<file path="config.mk">
export PLATFORM = sky130hd
export DESIGN_NAME = sync_word_length_deframer_unit_flat
export DESIGN_NICKNAME = d
export VERILOG_FILES = /design/src/hdl/swld_pkg.sv /design/src/hdl/swld_if.sv /design/src/hdl/sync_word_length_deframer_unit.sv /design/src/hdl/swld_parser.sv /design/src/hdl/swld_out_reg.sv /design/src/flat_wrapper.sv
export SDC_FILE = /design/constraint.sdc
export NUM_CORES = 1
export LEC_CHECK = 0
export ABC_AREA = 1
export BUFFER_PORTS_ARGS = -buffer_cell sky130_fd_sc_hd__buf_2
export CORE_AREA = 2 2 81 83
export DETAILED_ROUTE_END_ITERATION = 7
export DIE_AREA = 0 0 83 85
export PLACE_DENSITY_LB_ADDON = 0.3
export SLEW_MARGIN = 20
export SYNTH_ARGS = -nofsm -noshare
export SYNTH_HDL_FRONTEND = slang
export SYNTH_SLANG_ARGS = --single-unit
</file>
<file path="constraint.sdc">
create_clock -name clk_i -period 2.4 [get_ports clk_i]
set_input_delay 0.48 -clock clk_i [delete_from_list [all_inputs] [get_ports clk_i]]
set_output_delay 0.48 -clock clk_i [all_outputs]
set_load 0.1 [all_outputs]
</file>
<file path="src/hdl/swld_pkg.sv">
package swld_pkg;

  // sync word "HEAD", first byte at index 0
  localparam int unsigned SyncLen = 4;
  localparam logic [SyncLen-1:0][7:0] SyncWord = {8'h44, 8'h41, 8'h45, 8'h48};

  // sync word plus the two length bytes
  localparam logic [16:0] HeaderLen = 17'd6;

  localparam logic EvPayload = 1'b0;
  localparam logic EvReject  = 1'b1;

  typedef struct packed {
    logic        valid;
    logic        event_kind;
    logic [7:0]  payload_byte;
    logic        last_byte;
    logic [15:0] announced_length;
  } swld_result_t;

endpackage

</file>
<file path="src/hdl/swld_if.sv">
interface swld_in_if;
  logic       valid;
  logic       ready;
  logic [7:0] rx_byte;

  modport source (output valid, output rx_byte, input ready);
  modport sink   (input valid, input rx_byte, output ready);
endinterface

interface swld_out_if;
  logic        valid;
  logic        ready;
  logic        event_kind;
  logic [7:0]  payload_byte;
  logic        last_byte;
  logic [15:0] announced_length;

  modport source (output valid, output event_kind, output payload_byte,
                  output last_byte, output announced_length, input ready);
  modport sink   (input valid, input event_kind, input payload_byte,
                  input last_byte, input announced_length, output ready);
endinterface

interface swld_cfg_if;
  logic       valid;
  logic       ready;
  logic [6:0] expected_length;

  modport source (output valid, output expected_length, input ready);
  modport sink   (input valid, input expected_length, output ready);
endinterface

</file>
<file path="src/hdl/sync_word_length_deframer_unit.sv">
// Frame receiver for a byte stream: hunts for the sync word "HEAD", reads a
// 16-bit little-endian length, rejects frames whose length is zero, differs
// from expected_length or does not fit the frame buffer (length plus six
// header bytes above FRAME_BUFFER_BYTES), and otherwise passes each payload
// byte out with the last one marked. The parser updates its state in the
// cycle a byte is taken, and a result word lands in a single output register
// in the cycle after. A new byte is taken in every cycle unless that register
// holds a word the sink has not yet taken.
// Sync and length bytes give no output word; each payload byte gives one, a
// rejection gives one. expected_length resets to 1 and may only be written
// while the block is idle.
module sync_word_length_deframer_unit #(
  parameter int unsigned FRAME_BUFFER_BYTES = 128
) (
  input  logic       clk_i,
  input  logic       rst_ni,
  swld_cfg_if.sink   cfg_i,
  swld_in_if.sink    rx_i,
  swld_out_if.source ev_o
);
  import swld_pkg::*;

  swld_result_t res_new;
  swld_result_t res_out;
  logic         out_free;
  logic         rx_fire;
  logic [6:0]   exp_len;

  // config writes never stall
  assign cfg_i.ready = 1'b1;

  // input taken whenever the result register can take a word
  assign rx_i.ready = out_free;
  assign rx_fire    = rx_i.valid && out_free;

  swld_parser #(
    .FRAME_BUFFER_BYTES(FRAME_BUFFER_BYTES)
  ) u_parser (
    .clk_i     (clk_i),
    .rst_ni    (rst_ni),
    .cfg_we_i  (cfg_i.valid),
    .cfg_len_i (cfg_i.expected_length),
    .fire_i    (rx_fire),
    .rx_byte_i (rx_i.rx_byte),
    .res_o     (res_new),
    .exp_len_o (exp_len)
  );

  swld_out_reg u_out_reg (
    .clk_i   (clk_i),
    .rst_ni  (rst_ni),
    .res_i   (res_new),
    .ready_i (ev_o.ready),
    .free_o  (out_free),
    .res_o   (res_out)
  );

  // result word to the sink
  assign ev_o.valid            = res_out.valid;
  assign ev_o.event_kind       = res_out.event_kind;
  assign ev_o.payload_byte     = res_out.payload_byte;
  assign ev_o.last_byte        = res_out.last_byte;
  assign ev_o.announced_length = res_out.announced_length;

  // a byte that makes a result shows up at the output in the next cycle
  a_result_lands: assert property (@(posedge clk_i) disable iff (!rst_ni)
    rx_fire && res_new.valid |=> ev_o.valid)
    else $error("result word lost");

  // payload words only come from frames of an accepted (short) length
  a_payload_len: assert property (@(posedge clk_i) disable iff (!rst_ni)
    ev_o.valid && ev_o.event_kind == EvPayload |->
      ev_o.announced_length[15:7] == 9'd0 && ev_o.announced_length != 16'd0)
    else $error("payload word with bad length");

  // a rejection never carries payload data or a last mark
  a_reject_clean: assert property (@(posedge clk_i) disable iff (!rst_ni)
    ev_o.valid && ev_o.event_kind == EvReject |->
      ev_o.payload_byte == 8'd0 && !ev_o.last_byte)
    else $error("rejection carries payload");

  // a rejected length differs from the expected one unless it is zero or too big
  a_reject_cause: assert property (@(posedge clk_i) disable iff (!rst_ni)
    ev_o.valid && ev_o.event_kind == EvReject |->
      ev_o.announced_length != {9'd0, exp_len} ||
      ev_o.announced_length == 16'd0 ||
      ({1'b0, ev_o.announced_length} + HeaderLen) > 17'(FRAME_BUFFER_BYTES))
    else $error("good length rejected");

endmodule

</file>
<file path="src/hdl/swld_parser.sv">
module swld_parser #(
  parameter int unsigned FRAME_BUFFER_BYTES = 128
) (
  input  logic                  clk_i,
  input  logic                  rst_ni,
  input  logic                  cfg_we_i,
  input  logic [6:0]            cfg_len_i,
  input  logic                  fire_i,
  input  logic [7:0]            rx_byte_i,
  output swld_pkg::swld_result_t res_o,
  output logic [6:0]            exp_len_o
);
  import swld_pkg::*;

  typedef enum logic [2:0] {
    PhSync0, PhSync1, PhSync2, PhSync3, PhLenLo, PhLenHi, PhPayload
  } phase_e;

  localparam logic [16:0] FrameLimit = 17'(FRAME_BUFFER_BYTES);

  phase_e      phase_q, phase_d;
  logic [7:0]  len_lo_q, len_lo_d;
  logic [6:0]  remain_q, remain_d;
  logic [6:0]  frame_len_q, frame_len_d;
  logic [6:0]  exp_len_q;
  logic [15:0] len;
  logic [6:0]  remain_dec;
  logic [1:0]  matched;
  logic        bad;

  assign len        = {rx_byte_i, len_lo_q};
  assign remain_dec = remain_q - 7'd1;
  assign bad = (len == 16'd0) || (len != {9'd0, exp_len_q}) ||
               (({1'b0, len} + HeaderLen) > FrameLimit);
  assign exp_len_o = exp_len_q;

  always_comb begin
    phase_d     = phase_q;
    len_lo_d    = len_lo_q;
    remain_d    = remain_q;
    frame_len_d = frame_len_q;
    matched     = 2'd0;
    res_o       = '0;
    unique case (phase_q)
      PhLenLo: begin
        len_lo_d = rx_byte_i;
        phase_d  = PhLenHi;
      end
      PhLenHi: begin
        if (bad) begin
          res_o.valid            = 1'b1;
          res_o.event_kind       = EvReject;
          res_o.announced_length = len;
          phase_d                = PhSync0;
          remain_d               = 7'd0;
        end else begin
          frame_len_d = len[6:0];
          remain_d    = len[6:0];
          phase_d     = PhPayload;
        end
      end
      PhPayload: begin
        remain_d               = remain_dec;
        res_o.valid            = 1'b1;
        res_o.event_kind       = EvPayload;
        res_o.payload_byte     = rx_byte_i;
        res_o.last_byte        = (remain_dec == 7'd0);
        res_o.announced_length = {9'd0, frame_len_q};
        if (remain_dec == 7'd0) begin
          phase_d = PhSync0;
        end
      end
      default: begin
        // sync hunt, restart on the first sync byte after a mismatch
        if (phase_q == PhSync1 || phase_q == PhSync2 || phase_q == PhSync3) begin
          matched = phase_q[1:0];
        end
        if (rx_byte_i == SyncWord[matched]) begin
          phase_d = phase_e'({1'b0, matched} + 3'd1);
        end else if (rx_byte_i == SyncWord[0]) begin
          phase_d = PhSync1;
        end else begin
          phase_d = PhSync0;
        end
      end
    endcase
    if (!fire_i) begin
      res_o.valid = 1'b0;
    end
  end

  always_ff @(posedge clk_i or negedge rst_ni) begin
    if (!rst_ni) begin
      phase_q     <= PhSync0;
      len_lo_q    <= 8'd0;
      remain_q    <= 7'd0;
      frame_len_q <= 7'd0;
      exp_len_q   <= 7'd1;
    end else begin
      if (cfg_we_i) begin
        exp_len_q <= cfg_len_i;
      end
      if (fire_i) begin
        phase_q     <= phase_d;
        len_lo_q    <= len_lo_d;
        remain_q    <= remain_d;
        frame_len_q <= frame_len_d;
      end
    end
  end

endmodule

</file>
<file path="src/hdl/swld_out_reg.sv">
module swld_out_reg (
  input  logic                  clk_i,
  input  logic                  rst_ni,
  input  swld_pkg::swld_result_t res_i,
  input  logic                  ready_i,
  output logic                  free_o,
  output swld_pkg::swld_result_t res_o
);
  import swld_pkg::*;

  logic         valid_q, valid_d;
  swld_result_t data_q;

  // room when empty or the held word leaves this cycle
  assign free_o = !valid_q || ready_i;

  always_comb begin
    valid_d = valid_q;
    if (res_i.valid) begin
      valid_d = 1'b1;
    end else if (ready_i) begin
      valid_d = 1'b0;
    end
  end

  always_ff @(posedge clk_i or negedge rst_ni) begin
    if (!rst_ni) begin
      valid_q <= 1'b0;
    end else begin
      valid_q <= valid_d;
    end
  end

  always_ff @(posedge clk_i) begin
    if (res_i.valid) begin
      data_q <= res_i;
    end
  end

  always_comb begin
    res_o       = data_q;
    res_o.valid = valid_q;
  end

endmodule

</file>
<file path="src/flat_wrapper.sv">
// flat-port wrapper written by rule: the top's interface ports become plain ports
module sync_word_length_deframer_unit_flat import swld_pkg::*;
#(
  parameter int unsigned FRAME_BUFFER_BYTES = 128
)
  (clk_i, rst_ni, cfg_i_valid, cfg_i_expected_length, cfg_i_ready, rx_i_valid, rx_i_rx_byte, rx_i_ready, ev_o_valid, ev_o_event_kind, ev_o_payload_byte, ev_o_last_byte, ev_o_announced_length, ev_o_ready);
  swld_cfg_if cfg_i_i ();
  swld_in_if rx_i_i ();
  swld_out_if ev_o_i ();
  input  logic clk_i;
  input  logic rst_ni;
  input wire logic [$bits(cfg_i_i.valid)-1:0] cfg_i_valid;
  input wire logic [$bits(cfg_i_i.expected_length)-1:0] cfg_i_expected_length;
  output wire logic [$bits(cfg_i_i.ready)-1:0] cfg_i_ready;
  input wire logic [$bits(rx_i_i.valid)-1:0] rx_i_valid;
  input wire logic [$bits(rx_i_i.rx_byte)-1:0] rx_i_rx_byte;
  output wire logic [$bits(rx_i_i.ready)-1:0] rx_i_ready;
  output wire logic [$bits(ev_o_i.valid)-1:0] ev_o_valid;
  output wire logic [$bits(ev_o_i.event_kind)-1:0] ev_o_event_kind;
  output wire logic [$bits(ev_o_i.payload_byte)-1:0] ev_o_payload_byte;
  output wire logic [$bits(ev_o_i.last_byte)-1:0] ev_o_last_byte;
  output wire logic [$bits(ev_o_i.announced_length)-1:0] ev_o_announced_length;
  input wire logic [$bits(ev_o_i.ready)-1:0] ev_o_ready;
  assign cfg_i_i.valid = cfg_i_valid;
  assign cfg_i_i.expected_length = cfg_i_expected_length;
  assign cfg_i_ready = cfg_i_i.ready;
  assign rx_i_i.valid = rx_i_valid;
  assign rx_i_i.rx_byte = rx_i_rx_byte;
  assign rx_i_ready = rx_i_i.ready;
  assign ev_o_valid = ev_o_i.valid;
  assign ev_o_event_kind = ev_o_i.event_kind;
  assign ev_o_payload_byte = ev_o_i.payload_byte;
  assign ev_o_last_byte = ev_o_i.last_byte;
  assign ev_o_announced_length = ev_o_i.announced_length;
  assign ev_o_i.ready = ev_o_ready;
  sync_word_length_deframer_unit #(.FRAME_BUFFER_BYTES(FRAME_BUFFER_BYTES)) u_core (.clk_i(clk_i), .rst_ni(rst_ni), .cfg_i(cfg_i_i), .rx_i(rx_i_i), .ev_o(ev_o_i));
endmodule
</file>
==> flow_metrics.tcl, run 1 <==
set metrics [dict create \
    status "completed" \
    wl_per_cell_um 13.68 \
    synthFlopType "dfrtp_1" \
    synth_seq_area_share 0.5209 \
    setup.worst_path.class "flop to flop" \
    fmax_mhz 466.2 \
    yosys_warnings 0 \
    multi_input_area_mm2 0.001265 \
    setup_viol 0 \
    drtIter0Drc 172 \
    overflow 0 \
    firstDrtPassIters 4 \
    finalHoldViolations 0 \
    htree_num_levels 3 \
    num-fill-cells 580 \
    sw_frac_of_total 0.5031 \
    routed_via_density 5.070 \
    p_seq_frac 0.349 \
    nets 474 \
    remaining_drc_errors 0 \
    core_mm2 0.006205 \
    clockRootBuffer "clkbuf_8" \
    antennaDiodeCount 0 \
    ff2ff_path_depth 11 \
    netlist_area_mm2 0.003087 \
    hold_path.class "primary input to asynchronous set/reset pin" \
    ys_types 28 \
    ir_drop_mv 0.6839 \
    cts_resized 0 \
    pin_count 49 \
    start_util 0.4975 \
    register_area_mm2 0.001609 \
    syn-num-nets 417 \
    period_share 0.8938 \
    rsz0062_at_grt "no" \
    synth-seq-cells 59 \
    via_count 2692 \
    syn_inst 392 \
    cp_max_fo 5 \
    relSlewSlack 0.4955 \
    grt_util_all_layers 0.2211 \
    p_leak_nw 1.767 \
    port_buffers 47 \
    die-area_mm2 0.007055 \
    gp_congestion 0.9534 \
    clock_power_share 0.164 \
    cts_tree "yes" \
    drv_slew 0 \
    switchingPower_mw 2.319 \
    die_w_um 83 \
    final.min_clock_period_ps 2145 \
    internal-power_mw 2.290 \
    fin_setup_tns_ps 0 \
    synth_edf_count 26 \
    antenna_left 0 \
    synth_top_cell_by_area "dfrtp_1" \
    cts_buffer_depth 2 \
    max_slew.worst_pin.slew_ps 756.8 \
    clkTransAtPathRegs_ps 70 \
    cts_num_sinks 59 \
    grt_max_degree 34 \
    die_h_um 85 \
    hold_slack_ps 207.9 \
    synth_top_area_frac 0.2594 \
    avgSynthCellArea_um2 7.874 \
    maxCapViolCount 0 \
    powerDensity_mw_per_mm2 1273 \
    synth.most_common_cell "nand2_1" \
    crit_arrival_ps 2400 \
    cp.required_ps 2660 \
    cts_setup_buffers 0 \
    fin_worst_skew_ps 5.779 \
    crit_path_start_kind "flop" \
    grt_pass1_vias 2631 \
    endpoint_kind "flop" \
    hpwl_mm 5.356 \
    ys_async_sr_fraction 0.5593 \
    numCtsBuffers 9 \
    drt-total-wl_mm 7.262 \
    hold_buffers 0 \
    antenna_found_initial 0 \
    rows 29 \
    synth_common_cells "124 x nand2_1, 69 x nor2_1, 36 x inv_1" \
    grt_first_pass_wirelength_mm 12.31 \
    synthToLayoutAreaGrowth_pct 17.27 \
    drive_gt1_frac 0.2026 \
    clk_latency_ps 340 \
    synthTopCellsByArea "dfrtp_1 26%, edfxtp_1 25%, nand2_1 15%" \
    pwr-share-comb 0.487 \
]
-- critical path, cell delays in order (launching register included) --
cell,delay [ps]
dfrtp_1,430
nor2_1,90
nor3_1,280
inv_1,90
ha_1,340
xnor2_1,140
nand2_1,80
nor2_1,220
nand4_1,120
nand2_1,80
nor2_1,40
a21oi_1,150
-- path summary, 6_finish.rpt --
| check | startpoint | end | slack [ps] |
|---|---|---|---|
| worst max-delay path | u_core.u_parser.phase_q[0]$_DFFE_PN0P_ | u_core.u_parser.phase_q[2]$_DFFE_PN0P_ | 250 |
| worst min-delay path | rst_ni | u_core.u_parser.phase_q[2]$_DFFE_PN0P_ | 210 |
| worst max register to register | u_core.u_parser.phase_q[0]$_DFFE_PN0P_ | u_core.u_parser.phase_q[2]$_DFFE_PN0P_ | 250 |
| worst min register to register | u_core.u_parser.frame_len_q[1]$_DFFE_PN0P_ | u_core.u_parser.frame_len_q[1]$_DFFE_PN0P_ | 470 |
| max in group asynchronous | rst_ni | u_core.u_out_reg.valid_q$_DFFE_PN0P_ | 1670 |
| min in group clk_i | cfg_i_expected_length[1] | u_core.u_parser.exp_len_o[1]$_DFFE_PN0P_ | 350 |
-- placed cells by master (no fill, tap or decap), drive strengths merged --
cell,count
mux2,1
nand4,13
buf,55
clkbuf,11
nand3,14
xnor2,2
a31oi,2
conb,1
nor2,72
nor3,3
inv,44
edfxtp,26
o21ai,24
clkinv,5
clkinvlp,3
dfrtp,32
o21a,1
ha,5
dfstp,1
a21oi,12
nand3b,2
nand2,125
-- power groups by stage --
stage                     clock network (mW)  logic (mW)  registers, mW
after global routing                   0.806        2.47           1.65
after floorplan                            0        1.09           2.22
final                                  0.756        2.24           1.61
after detailed placement                   0        2.22           1.62
after CTS                              0.773        2.23           1.61
after global placement                     0        2.18           1.61
-- cell families (layout without fill, tap and decap cells) --
| family | Yosys count | after routing | synth area share |
|---|---|---|---|
| adders and majority gates | 5 | 5 | 0.02027 |
| muxes | 1 | 1 | 0.003648 |
| AOI/OAI and AO/OA | 39 | 39 | 0.06851 |
| DFF | 59 | 59 | 0.5209 |
| other | 1 | 1 | 0.001215 |
| xor gates and xnor gates | 2 | 2 | 0.005676 |
| and+or+nand+nor | 229 | 229 | 0.3081 |
| buffers and inverters | 56 | 118 | 0.07175 |
-- layer usage --
layer,global-route usage,part of all wire,wire (um),vias up
met5,0,0,0,-
li1,-,-,-,1364
met4,0.1073,0.022,159,0
met3,0.03696,0.051,369,14
met2,0.3651,0.49,3570,69
met1,0.2853,0.44,3162,1245
-- flip-flops by register name (all words and copies together), names as in the netlist --
name,cells
u_core.u_out_reg.res_o,26
u_core.u_parser.len_lo_q,8
u_core.u_parser.frame_len_q,7
u_core.u_parser.phase_q,3
u_core.u_parser.remain_q,7
u_core.u_out_reg.valid_q,1
u_core.u_parser.exp_len_o,7
-- per-stage QoR --
step	power (mW)	setup WS, ps	utilization	cell area (um2)	std cells
global route	4.925	31.47	0.5834	3620	531
detailed placement	3.841	259.7	0.5550	3443	513
floorplan	3.313	100.3	-	3099	392
finish	4.609	254.9	0.5834	3620	531
CTS	4.608	245.2	0.5810	3605	529
global placement	3.793	299.8	0.5550	3443	513
-- cell type report --
cell class / count / area share
clock buffer: 11 / 0.03629
timing repair buffer: 55 / 0.08503
inverter: 47 / 0.04978
clock inverter: 5 / 0.008296
tap: 77 / 0.02662
multi-input combinational: 277 / 0.3495
sequential: 59 / 0.4445
Note: power is estimated with default switching activity, not from simulation.
==> inputs of run 2 (changes only) <==
CORE_AREA = 2 2 78 80   (was 2 2 81 83)
DIE_AREA = 0 0 80 82   (was 0 0 83 85)
clock period = 2.2 ns   (was 2.4 ns; I/O delays follow)
==> run 2 against run 1 <==
Effect of this change:
- maximum frequency increased by 0.27%
- clock skew increased by 0.68 ps
- first-iteration DRC count increased by 58%
- critical path depth increased by 3
- register-to-register slack got worse by 190 ps
- final cell count increased by 0.56%
- core utilization increased by 6.9 points
- clock-buffer cell count unchanged
- global-route usage increased by 2.1 points
- final area increased by 3.6%
- largest cell class unchanged
==> flow_metrics.tcl, run 2 (synthesis results as in run 1) <==
set metrics [dict create \
    crit_path_start_kind "flop" \
    antenna_found_initial 0 \
    p_total_mw 5.381 \
    antennaDiodeCount 0 \
    slowest_delay_ps 430 \
    cp_top_family "simple AND/OR/NAND/NOR gates" \
    die_w_um 80 \
    max_slew.worst_pin.slew_ps 780.2 \
    synthToLayoutAreaGrowth_pct 21.48 \
    post-route-util 0.6527 \
    grt_first_pass_wirelength_mm 11.80 \
    pin_count 49 \
    antenna_left 0 \
    via_count 2772 \
    start_util 0.5372 \
    core_mm2 0.005746 \
    gp_congestion 0.9671 \
    fin_worst_skew_ps 6.455 \
    numCtsBuffers 9 \
    grt_max_degree 34 \
    grt_pass1_vias 2584 \
    clk_latency_ps 330 \
    final.min_clock_period_ps 2139 \
    drtIter0Drc 271 \
    status "completed" \
    layout_commonest_cell "nand2_1" \
    drt-total-wl_mm 7.261 \
    clkTransAtPathRegs_ps 70 \
    cp_max_fo 26 \
    drv_slew 0 \
    fin_setup_tns_ps 0 \
    endpoint_kind "flop" \
    hpwl_mm 5.231 \
    maxCapViolCount 0 \
    cts_buffer_depth 2 \
    dp_slack_ps 75.45 \
    regToRegStartpoint "u_core.u_parser.len_lo_q[1]$_DFFE_PN0P_" \
    fin_ws_ps 60.78 \
    final_cell_mix "119 x nand2_1, 66 x nor2_1, 47 x buf_2, 35 x inv_1, 31 x dfrtp_1" \
    die_h_um 82 \
    overflow 0 \
    p_leak_nw 1.822 \
    cp_slowest_cell "dfrtp_1" \
    setup_viol 0 \
    drive_gt1_frac 0.2331 \
    startpoint "u_core.u_parser.len_lo_q[1]$_DFFE_PN0P_" \
    grt_util_all_layers 0.2417 \
    nets 479 \
    hold_path.class "primary input to asynchronous set/reset pin" \
    crit_buf_inv 3 \
    relSlewSlack 0.4799 \
    cts_tree "yes" \
    period_share 0.9724 \
    htree_num_levels 3 \
    largest_register_ff_count 26 \
    wl_per_cell_um 13.60 \
    die-area_mm2 0.006560 \
    rows 28 \
    path_cells "inv_2 > ha_4 > nand2_2 > nor2_2 > nor2_1 > nand2_1 > nand2_1 > nor2_2 > nand4_1 > nand2_2 > nand2_2 > nand2_2 > clkinvlp_4 > buf_12" \
    powerDensity_mw_per_mm2 1435 \
    ir_drop_mv 0.6755 \
    routed_via_density 5.191 \
    cp.required_ps 2290 \
    remaining_drc_errors 0 \
    crit_arrival_ps 2230 \
    cts_num_sinks 59 \
    hold_slack_ps 181.5 \
    finalHoldViolations 0 \
    critPathMostFrequentCell "nand2_2" \
    port_buffers 47 \
    clockRootBuffer "clkbuf_8" \
    fmax_mhz 467.5 \
    setup.worst_path.class "flop to flop" \
    firstDrtPassIters 4 \
]
-- run 2: cell type report --
type,instances,area [um2]
well taps,75,93.84
fillers,477,1996
inverters,47,180.2
multi-input cells,277,1300
repair buffers,60,345.3
clock buffers,11,141.4
flip-flops and latches,59,1612
clock inverters,5,77.57
-- run 2: path summary, 6_finish.rpt --
path | slack (ps) | to | cells after the start
max | 60 | u_core.u_out_reg.res_o[19]$_SDFFCE_PN0P_ | 14
min | 180 | u_core.u_parser.exp_len_o[3]$_DFFE_PN0P_ | 1
min in group clk_i | 310 | u_core.u_parser.exp_len_o[4]$_DFFE_PN0P_ | 3
max in group asynchronous | 1440 | u_core.u_out_reg.valid_q$_DFFE_PN0P_ | 1
max reg2reg | 60 | u_core.u_out_reg.res_o[19]$_SDFFCE_PN0P_ | 14
min reg2reg | 480 | u_core.u_parser.frame_len_q[0]$_DFFE_PN0P_ | 2
-- run 2: worst reg2reg max path: stages (launching register included) --
cell	delay (ps)
dfrtp_1	430
inv_2	80
ha_4	260
nand2_2	50
nor2_2	80
nor2_1	50
nand2_1	50
nand2_1	50
nor2_2	110
nand4_1	160
nand2_2	130
nand2_2	60
nand2_2	100
clkinvlp_4	100
buf_12	170
-- run 2: metrics by stage --
step | area, um2 | instances
finish | 3750 | 534
global route | 3750 | 534
CTS | 3685 | 529
detailed placement | 3466 | 513
global placement | 3466 | 513
floorplan | 3109 | 392
-- run 2: what timing repair did --
item,in CTS,in global routing
endpoints found under the setup margin,0,29
setup buffers,0,5
gates resized for setup,0,6
hold buffers,0,0
-- run 2: report_power, final --
group	switching [mW]	internal, mW	total (mW)
clock	0.425	0.665	1.09
combinational	1.87	0.657	2.53
sequential	0.273	1.49	1.76
-- run 2: layer usage --
| layer | GRT usage | vias up | wire, um |
|---|---|---|---|
| met5 | 0 | - | 0 |
| met4 | 0.1288 | 0 | 198 |
| met3 | 0.03516 | 18 | 460 |
| met2 | 0.4108 | 114 | 3541 |
| met1 | 0.2998 | 1275 | 3060 |
| li1 | - | 1365 | - |
